--- src/rtl/rice_pkg.sv ---
// Shared types and constants for the signed Rice coefficient encoder.
// Used by rice_ctrl, rice_dp and the top level; depends on nothing.
package rice_pkg;

    // result status codes
    localparam logic [1:0] ST_OK    = 2'd0;
    localparam logic [1:0] ST_RANGE = 2'd1;
    localparam logic [1:0] ST_OVF   = 2'd2;
    localparam logic [1:0] ST_CAP   = 2'd3;

    // configuration register indexes
    localparam int CFG_IDX_W = 2;
    localparam logic [CFG_IDX_W-1:0] REG_LOW_BITS = 2'd0;
    localparam logic [CFG_IDX_W-1:0] REG_OUT_CAP  = 2'd1;

    // register reset values
    localparam logic [3:0]  LOW_BITS_RST = 4'd5;
    localparam logic [15:0] OUT_CAP_RST  = 16'd1024;

    // width of a code length sum: pending + 2 + low_bits + quotient stays below 1024
    localparam int LEN_W = 11;

    // commands from the controller to the datapath
    typedef struct packed {
        logic       accept;      // latch the incoming word
        logic       build;       // register code word and lengths
        logic       merge;       // shift code word into the accumulator
        logic       emit_byte;   // send one whole byte
        logic       emit_flush;  // send the padded leftover bits
        logic       emit_err;    // send an error word
        logic [1:0] err_code;
        logic       clear_run;
        logic       set_fail;
    } cmd_t;

    // status from the datapath to the controller
    typedef struct packed {
        logic       run_failed;
        logic [1:0] fail_code;
        logic       last_in;
        logic       range_bad;
        logic       overflow;
        logic       room;
        logic       cnt_ge8;
        logic       cnt_nz;
        logic       out_free;
    } stat_t;

endpackage

--- src/rtl/rice_ctrl.sv ---
// Sequencer of the signed Rice coefficient encoder.
// Uses rice_pkg command and status structs; drives rice_dp.
module rice_ctrl (
    input  logic           aclk,
    input  logic           aresetn,
    input  logic           s_valid,
    output logic           s_ready,
    input  rice_pkg::stat_t stat,
    output rice_pkg::cmd_t  cmd
);

    localparam logic [2:0] S_IDLE  = 3'd0;
    localparam logic [2:0] S_CHECK = 3'd1;
    localparam logic [2:0] S_MERGE = 3'd2;
    localparam logic [2:0] S_EMIT  = 3'd3;
    localparam logic [2:0] S_ERR   = 3'd4;

    logic [2:0] state_reg, state_next;
    logic [1:0] code_reg, code_next;

    assign s_ready = (state_reg == S_IDLE);

    // next state and commands
    always_comb begin
        state_next = state_reg;
        code_next  = code_reg;
        cmd        = '0;
        cmd.err_code = code_reg;
        case (state_reg)
            S_IDLE: begin
                if (s_valid) begin
                    cmd.accept = 1'b1;
                    state_next = S_CHECK;
                end
            end
            S_CHECK: begin
                if (stat.run_failed) begin
                    code_next  = stat.fail_code;
                    state_next = stat.last_in ? S_ERR : S_IDLE;
                end else if (stat.range_bad) begin
                    code_next  = rice_pkg::ST_RANGE;
                    state_next = S_ERR;
                end else if (stat.overflow) begin
                    code_next  = rice_pkg::ST_OVF;
                    state_next = S_ERR;
                end else begin
                    cmd.build  = 1'b1;
                    state_next = S_MERGE;
                end
            end
            S_MERGE: begin
                cmd.merge  = 1'b1;
                state_next = S_EMIT;
            end
            S_EMIT: begin
                if (stat.cnt_ge8) begin
                    if (!stat.room) begin
                        code_next  = rice_pkg::ST_CAP;
                        state_next = S_ERR;
                    end else if (stat.out_free) begin
                        cmd.emit_byte = 1'b1;
                    end
                end else if (stat.last_in) begin
                    if (!stat.cnt_nz) begin
                        cmd.clear_run = 1'b1;
                        state_next    = S_IDLE;
                    end else if (!stat.room) begin
                        code_next  = rice_pkg::ST_CAP;
                        state_next = S_ERR;
                    end else if (stat.out_free) begin
                        cmd.emit_flush = 1'b1;
                        cmd.clear_run  = 1'b1;
                        state_next     = S_IDLE;
                    end
                end else begin
                    state_next = S_IDLE;
                end
            end
            S_ERR: begin
                if (stat.out_free) begin
                    cmd.emit_err  = 1'b1;
                    cmd.clear_run = stat.last_in;
                    cmd.set_fail  = !stat.last_in;
                    state_next    = S_IDLE;
                end
            end
            default: begin
                state_next = S_IDLE;
            end
        endcase
    end

    // state registers
    always_ff @(posedge aclk) begin
        if (!aresetn) begin
            state_reg <= S_IDLE;
            code_reg  <= rice_pkg::ST_OK;
        end else begin
            state_reg <= state_next;
            code_reg  <= code_next;
        end
    end

endmodule

--- src/rtl/rice_dp.sv ---
// Datapath of the signed Rice coefficient encoder: input latch, code builder,
// bit accumulator, byte extraction, run counters and output register. Uses rice_pkg.
module rice_dp #(
    parameter int ACC_BITS    = 64,
    parameter int COUNT_WIDTH = 16
) (
    input  logic                          aclk,
    input  logic                          aresetn,
    input  logic [15:0]                   s_coeff,
    input  logic                          s_last_coeff,
    input  logic                          cfg_valid,
    input  logic [rice_pkg::CFG_IDX_W-1:0] cfg_index,
    input  logic [15:0]                   cfg_data,
    output logic                          m_valid,
    input  logic                          m_ready,
    output logic [7:0]                    m_out_byte,
    output logic [1:0]                    m_status,
    output logic [15:0]                   m_total_bytes,
    output logic                          m_last_of_run,
    input  rice_pkg::cmd_t                cmd,
    output rice_pkg::stat_t               stat
);

    localparam int PW = $clog2(ACC_BITS);
    localparam int LW = rice_pkg::LEN_W;

    // configuration
    logic [3:0]  low_bits_reg;
    logic [15:0] out_cap_reg;

    // latched input word
    logic [15:0] coeff_reg;
    logic        last_reg;

    // run state
    logic [ACC_BITS-1:0]    acc_reg;
    logic [PW-1:0]          cnt_reg;
    logic [COUNT_WIDTH-1:0] bytes_reg;
    logic                   failed_reg;
    logic [1:0]             fail_code_reg;

    // built code word
    logic [ACC_BITS-1:0] code_reg;
    logic [LW-1:0]       nbits_reg;
    logic [LW-1:0]       len_reg;

    // output register
    logic        m_valid_reg;
    logic [7:0]  byte_reg;
    logic [1:0]  status_reg;
    logic [15:0] total_reg;
    logic        lastr_reg;

    logic           sign;
    logic [8:0]     w;
    logic [8:0]     q;
    logic [16:0]    field;
    logic [LW-1:0]  nbits;
    logic [LW-1:0]  len;
    logic           out_free;
    logic [COUNT_WIDTH-1:0] bytes_inc;
    logic [7:0]     full_byte;
    logic [7:0]     flush_byte;
    logic [PW-1:0]  cnt_sub8;

    // magnitude split of the latched coefficient
    assign sign  = coeff_reg[15];
    assign w     = sign ? ~coeff_reg[8:0] : coeff_reg[8:0];
    assign q     = w >> low_bits_reg;
    assign field = (17'(sign) << low_bits_reg) | (17'(w) & ((17'd1 << low_bits_reg) - 17'd1));
    assign nbits = LW'(q) + LW'(low_bits_reg) + LW'(2);
    assign len   = LW'(cnt_reg) + nbits;

    assign out_free  = !m_valid_reg || m_ready;
    assign bytes_inc = bytes_reg + COUNT_WIDTH'(1);
    assign cnt_sub8  = cnt_reg - PW'(8);
    assign full_byte = 8'(acc_reg >> cnt_sub8);
    assign flush_byte = 8'(acc_reg[7:0] << (4'd8 - 4'(cnt_reg)));

    // status to the sequencer
    always_comb begin
        stat.run_failed = failed_reg;
        stat.fail_code  = fail_code_reg;
        stat.last_in    = last_reg;
        stat.range_bad  = !((coeff_reg[15:9] == 7'h00) || (coeff_reg[15:9] == 7'h7f));
        stat.overflow   = (len >= LW'(ACC_BITS));
        stat.room       = (32'(bytes_reg) < 32'(out_cap_reg)) && (bytes_reg != '1);
        stat.cnt_ge8    = (cnt_reg >= PW'(8));
        stat.cnt_nz     = (cnt_reg != '0);
        stat.out_free   = out_free;
    end

    // configuration writes
    always_ff @(posedge aclk) begin
        if (!aresetn) begin
            low_bits_reg <= rice_pkg::LOW_BITS_RST;
            out_cap_reg  <= rice_pkg::OUT_CAP_RST;
        end else if (cfg_valid) begin
            if (cfg_index == rice_pkg::REG_LOW_BITS) begin
                low_bits_reg <= cfg_data[3:0];
            end else if (cfg_index == rice_pkg::REG_OUT_CAP) begin
                out_cap_reg <= cfg_data;
            end
        end
    end

    // input latch and code word
    always_ff @(posedge aclk) begin
        if (cmd.accept) begin
            coeff_reg <= s_coeff;
            last_reg  <= s_last_coeff;
        end
        if (cmd.build) begin
            code_reg  <= (ACC_BITS'(field) << (q + 9'd1)) | ACC_BITS'(1);
            nbits_reg <= nbits;
            len_reg   <= len;
        end
    end

    // accumulator and run counters
    always_ff @(posedge aclk) begin
        if (!aresetn) begin
            acc_reg       <= '0;
            cnt_reg       <= '0;
            bytes_reg     <= '0;
            failed_reg    <= 1'b0;
            fail_code_reg <= rice_pkg::ST_OK;
        end else begin
            if (cmd.merge) begin
                acc_reg <= (acc_reg << nbits_reg) | code_reg;
                cnt_reg <= PW'(len_reg);
            end
            if (cmd.emit_byte) begin
                cnt_reg   <= cnt_sub8;
                bytes_reg <= bytes_inc;
            end
            if (cmd.set_fail) begin
                failed_reg    <= 1'b1;
                fail_code_reg <= cmd.err_code;
            end
            if (cmd.clear_run) begin
                acc_reg       <= '0;
                cnt_reg       <= '0;
                bytes_reg     <= '0;
                failed_reg    <= 1'b0;
                fail_code_reg <= rice_pkg::ST_OK;
            end
        end
    end

    // output word register
    always_ff @(posedge aclk) begin
        if (!aresetn) begin
            m_valid_reg <= 1'b0;
        end else if (cmd.emit_byte || cmd.emit_flush || cmd.emit_err) begin
            m_valid_reg <= 1'b1;
        end else if (m_ready) begin
            m_valid_reg <= 1'b0;
        end
    end

    always_ff @(posedge aclk) begin
        if (cmd.emit_byte) begin
            byte_reg   <= full_byte;
            status_reg <= rice_pkg::ST_OK;
            total_reg  <= 16'(bytes_inc);
            lastr_reg  <= last_reg && (cnt_reg == PW'(8));
        end else if (cmd.emit_flush) begin
            byte_reg   <= flush_byte;
            status_reg <= rice_pkg::ST_OK;
            total_reg  <= 16'(bytes_inc);
            lastr_reg  <= 1'b1;
        end else if (cmd.emit_err) begin
            byte_reg   <= 8'd0;
            status_reg <= cmd.err_code;
            total_reg  <= 16'(bytes_reg);
            lastr_reg  <= last_reg;
        end
    end

    assign m_valid       = m_valid_reg;
    assign m_out_byte    = byte_reg;
    assign m_status      = status_reg;
    assign m_total_bytes = total_reg;
    assign m_last_of_run = lastr_reg;

endmodule

--- src/rtl/signed_rice_coefficient_encoder.sv ---
// Signed Rice coefficient encoder, top level: ties rice_ctrl and rice_dp together.
// Uses rice_pkg for command, status and code constants.
//
// Each accepted coefficient is appended to a bit accumulator as a sign bit, the low
// low_bits bits of its magnitude word and a unary tail, and whole bytes leave most
// significant bit first, one result word per byte; the word marked last_coeff flushes
// the leftover bits zero padded and ends the run, and its final result carries
// last_of_run. An item passes accept, check, accumulator merge, the extraction loop
// of the sequencer that sends one byte per pass, then a closing step that also sends
// the padded flush byte; the output register can be held by m_ready low, and a
// capacity error ends the item with an error word. An item that fails the range or
// overflow check, or the last item of a failed run, passes accept, check and its
// error word; any other item of a failed run passes only accept and check. A failed
// run reports its error once, then again on the last item; bytes already sent in that
// run are to be dropped. Configuration is written at index 0 (low_bits) and 1
// (out_capacity); the user must write it while idle; the block does not enforce it.
module signed_rice_coefficient_encoder #(
    parameter int ACC_BITS    = 64,
    parameter int COUNT_WIDTH = 16
) (
    input  logic                          aclk,
    input  logic                          aresetn,
    input  logic                          s_valid,
    output logic                          s_ready,
    input  logic [15:0]                   s_coeff,
    input  logic                          s_last_coeff,
    output logic                          m_valid,
    input  logic                          m_ready,
    output logic [7:0]                    m_out_byte,
    output logic [1:0]                    m_status,
    output logic [15:0]                   m_total_bytes,
    output logic                          m_last_of_run,
    input  logic                          cfg_valid,
    output logic                          cfg_ready,
    input  logic [rice_pkg::CFG_IDX_W-1:0] cfg_index,
    input  logic [15:0]                   cfg_data
);

    rice_pkg::cmd_t  cmd;
    rice_pkg::stat_t stat;

    // register writes are always taken
    assign cfg_ready = 1'b1;

    // sequencer
    rice_ctrl u_ctrl (
        .aclk    (aclk),
        .aresetn (aresetn),
        .s_valid (s_valid),
        .s_ready (s_ready),
        .stat    (stat),
        .cmd     (cmd)
    );

    // datapath
    rice_dp #(
        .ACC_BITS    (ACC_BITS),
        .COUNT_WIDTH (COUNT_WIDTH)
    ) u_dp (
        .aclk          (aclk),
        .aresetn       (aresetn),
        .s_coeff       (s_coeff),
        .s_last_coeff  (s_last_coeff),
        .cfg_valid     (cfg_valid),
        .cfg_index     (cfg_index),
        .cfg_data      (cfg_data),
        .m_valid       (m_valid),
        .m_ready       (m_ready),
        .m_out_byte    (m_out_byte),
        .m_status      (m_status),
        .m_total_bytes (m_total_bytes),
        .m_last_of_run (m_last_of_run),
        .cmd           (cmd),
        .stat          (stat)
    );

endmodule

--- config.mk ---
export PLATFORM = sky130hd
export DESIGN_NAME = signed_rice_coefficient_encoder
export DESIGN_NICKNAME = d
export VERILOG_FILES = /design/src/rtl/rice_pkg.sv /design/src/rtl/rice_ctrl.sv /design/src/rtl/rice_dp.sv /design/src/rtl/signed_rice_coefficient_encoder.sv
export SDC_FILE = /design/constraint.sdc
export NUM_CORES = 1
export LEC_CHECK = 0
export CAP_MARGIN = 40
export CORE_MARGIN = 4
export CORE_UTILIZATION = 44
export DETAILED_ROUTE_END_ITERATION = 16
export DONT_BUFFER_PORTS = 1
export SETUP_SLACK_MARGIN = 0.05
export SLEW_MARGIN = 30
export SYNTH_ARGS = -nofsm -noshare
export SYNTH_HDL_FRONTEND = slang
export SYNTH_HIERARCHICAL = 1
export SYNTH_SLANG_ARGS = --single-unit
export TNS_END_PERCENT = 1
--- constraint.sdc ---
create_clock -name aclk -period 11.4 [get_ports aclk]
set_input_delay 1.71 -clock aclk [delete_from_list [all_inputs] [get_ports aclk]]
set_output_delay 1.71 -clock aclk [all_outputs]
set_load 0.03 [all_outputs]
==> results.py <==
metrics = {
    "global_route": {
        "grt-ovfl-total": 0,
        "grt.total_usage_pct": 24.2,
        "grt_max_degree": 92,
        "grt_antenna_before_repair": 0,
        "vias_in_the_first_global_route": 14753,
        "grt_pass1_wl_mm": 86.7,
    },
    "clocking": {
        "cts_hold_buffers": 0,
        "worst_setup_hold_path_clk_slew_ps": 60,
        "cts_resized": 0,
        "clk_latency_ps": 570,
        "count_of_clock_tree_sinks": 238,
        "clock_tree.buffer_depth": 3,
        "cts_tree": "done",
        "cts_max_level": 1,
        "cts_setup_buffers": 0,
        "cts_inserted_buffers": 28,
        "clockRootBuffer": "clkbuf_16",
    },
    "hold_path": {
        "worst_hold_path_type": "reg -> reg",
        "whs_path_depth": 2,
        "holdCritStartpoint": "u_dp/out_cap_reg[5]$_SDFFE_PN0P_",
        "worstHoldEndpoint": "u_dp/out_cap_reg[5]$_SDFFE_PN0P_",
    },
    "run": {
        "max_cap_viol_count": 0,
    },
    "power": {
        "power.density_cell_area_mw_per_mm2": 111,
        "vdd.ir_drop.worst_mv": 0.124,
        "power.static_leakage_nw": 6.57,
    },
    "finish": {
        "mostFrequentLayoutCells": "nor2_1, a21oi_1, o21ai_0",
        "n_fill_cell": 3952,
        "area_growth_from_synthesis_to_final_layout_pct": 6.90,
        "ratio_of_cells_with_drive_above_1_in_the_final_layout_pct": 12.9,
        "finalNetCount": 2047,
        "largest_register_ffs": 64,
        "final_common_cell": "nor2_1",
        "inserted_diodes": 0,
    },
    "die": {
        "die_y_um": 212,
        "placement_rows": 74,
        "coreArea_mm2": 0.0410,
        "die_area_mm2": 0.0449,
        "effective_utilization_at_floorplan_pct": 44.6,
        "i_o_pin_cnt": 70,
        "die_extent_in_x_um": 212,
    },
    "drt": {
        "dr_wl_cell_um": 22.2,
        "detailedRoute.firstIterationViolations": 1692,
        "viasPerCell": 6.27,
        "drt_drc_violations_left": 0,
        "detailedRoute.firstPassIterationCount": 5,
        "drtAntennaViolNets": 0,
        "routed-via-count": 15838,
        "route.final.wire_length_mm": 56.0,
    },
    "synth": {
        "ys_seq_elements": 238,
        "ys.flop_type": "edfxtp_1",
        "synth_area_per_cell_um2": 8.76,
        "cell_area_after_synthesis_mm2": 0.0183,
        "ffs_w_async_s_r_synth_pct": 0,
        "number_of_synthesized_flops_with_an_enable_pin": 121,
        "postSynthNetCount": 2164,
        "post_synth_inst_count": 2090,
        "ranking_of_synthesized_cells_by_area": "edfxtp_1, dfxtp_1, mux4_2, mux2i_1, nor2_1",
        "synth_warnings": 6,
        "share_of_the_synthesized_area_in_the_top_cell_type_pct": 19.9,
        "ys_types": 93,
        "sequential_cell_area_fraction_in_the_yosys_report_pct": 32.7,
        "synth.largest_area_cell": "edfxtp_1",
    },
    "sta": {
        "fin_worst_hold_slack_ps": 460,
        "timing.final.hold_violations": 0,
        "maxClockFrequency_mhz": 170,
        "clock-skew-final_ps": 36.1,
        "slew-limit-headroom_pct": 42.7,
        "worst_margin_pin_slew_ps": 859,
        "final_min_period_over_clock_period_pct": 51.7,
        "final-setup-viol-count": 0,
        "final-max-slew-violation-count": 0,
        "rsz0062_at_grt": "false",
        "post_route_setup_tns_ps": 0,
        "finalCriticalPeriod_ps": 5890,
    },
    "critical_path": {
        "worstSetupEndpointType": "register",
        "r2r_setup_slack_ps": 5510,
        "worst-endpoint-arrival_ps": 6150,
        "timing.critical_path.required_ps": 11650,
        "critical_path.slowest_cell": "dfxtp_1",
        "crit_path_start_kind": "register",
        "timing.critical_path.buf_inv": 3,
        "worstRegToRegCells": 19,
        "timing_worst_setup_path_type": "reg -> reg",
        "regToRegEndpoint": "u_dp/code_reg[63]$_SDFFCE_PP0P_",
        "cpLargestDelayFamily": "simple AND/OR/NAND/NOR gates",
        "slowest_delay_ps": 750,
        "critPathMaxFanout": 50,
        "critical_path.cell_chain": "inv_1 > nor2_1 > nand3_1 > nand3_1 > ha_1 > ha_1 > fa_1 > ha_1 > a21oi_1 > o21bai_1 > nand3_1 > nor2_1 > a21oi_1 > o22ai_1 > nand2_1 > or3_4 > nor2_4 > buf_4 > buf_16",
        "startpoint_of_the_worst_register_to_register_path": "u_dp/low_bits_reg[3]$_SDFFE_PN0P_",
    },
    "outcome": {
        "run_status": "finished clean",
    },
    "place": {
        "post-dp-hpwl_mm": 41.0,
        "place_congestion": 0.935,
        "buffers_added_on_ports": 0,
    },
}
[report_power, final]
group	internal, mW	leakage, nW	switching, mW	total, mW
Clock	0.539	0.454	0.370	0.909
Sequential	0.920	1.97	0.0184	0.939
Combinational	0.116	4.14	0.213	0.330
Total	1.58	6.57	0.602	2.18
[per-layer routing]
metal	global-route usage (%)	share of wire, %	wire length [um]
met1	34.1	44	24400
met2	38.9	47	26100
met3	3.07	6.2	3480
met4	7.82	3.6	2010
met5	0	0	0
[kinds of logic (layout without fill, tap and decap cells)]
| family | Yosys count | in the layout | share of synthesized area, % |
|---|---|---|---|
| AO/OA/AOI/OAI | 594 | 594 | 19.7 |
| XOR/XNOR | 56 | 56 | 2.76 |
| adder cells (fa/ha/maj) | 34 | 34 | 2.41 |
| buffers and inverters | 238 | 143 | 5.31 |
| flip-flops | 238 | 238 | 32.7 |
| multiplexers | 247 | 247 | 20.0 |
| other | 1 | 1 | 0.0205 |
| AND/OR/NAND/NOR | 682 | 682 | 17.1 |
[worst min-delay path: cells and delay by family, from the launching register on]
family,cells,cell delay [ps]
flip-flops,1,300
AO/OA/AOI/OAI,1,60
AND/OR/NAND/NOR,1,40
[worst max path at each step]
stage,from,end,slack [ps],depth (start not counted)
2_1_floorplan,u_dp/low_bits_reg[0]$_SDFFE_PN1P_,u_dp/code_reg[10]$_SDFFCE_PP0P_,3620,20
3_5_place_dp,u_dp/low_bits_reg[3]$_SDFFE_PN0P_,u_dp/code_reg[47]$_SDFFCE_PP0P_,5560,19
3_3_place_gp,u_dp/low_bits_reg[3]$_SDFFE_PN0P_,u_dp/code_reg[63]$_SDFFCE_PP0P_,5520,18
6_report,u_dp/low_bits_reg[3]$_SDFFE_PN0P_,u_dp/code_reg[63]$_SDFFCE_PP0P_,5510,19
4_1_cts,u_dp/low_bits_reg[3]$_SDFFE_PN0P_,u_dp/code_reg[58]$_SDFFCE_PP0P_,5560,19
5_1_grt,u_dp/low_bits_reg[3]$_SDFFE_PN0P_,u_dp/code_reg[39]$_SDFFCE_PP0P_,5170,19
[synth_stat cells (11+ instances only)]
master and count:
nor2_1 261, a21oi_1 187, o21ai_0 177, nand2_1 170, clkbuf_1 130, edfxtp_1 121, dfxtp_1 117, mux2i_1 116
mux4_2 91, nand3_1 88, inv_1 48, mux2_2 38, a31oi_1 33, ha_1 32, xnor2_1 31, a211oi_1 30
nor3_1 30, buf_1 28, nor2b_1 25, o22ai_1 24, xor2_1 23, a21boi_0 21, o211ai_1 20, nand2b_1 17
nand4_1 15, a21o_1 14, buf_2 14, or3_1 13, and3_1 11
[layout make-up]
type	instances	area, um2	area share, %
repair buffers	38	400	2.05
flip-flops and latches	238	5980	30.6
clock buffers	34	754	3.86
multi-input cells	1614	11400	58.2
inverters	53	199	1.02
well taps	532	666	3.40
clock inverters	18	176	0.902
[per-stage QoR]
| step | util [%] | power, mW | area (um2) | worst slack, ps | instances |
|---|---|---|---|---|---|
| after floorplan | - | 1.20 | 18300 | 3620 | 2090 |
| after global placement | 44.9 | 1.28 | 18400 | 5520 | 2465 |
| after detailed placement | 45.2 | 1.28 | 18500 | 5560 | 2470 |
| after CTS | 47.5 | 2.19 | 19500 | 5560 | 2522 |
| after global routing | 47.7 | 2.26 | 19600 | 5170 | 2527 |
| final | 47.7 | 2.18 | 19600 | 5510 | 2527 |
(Power assumes the default switching activity.)
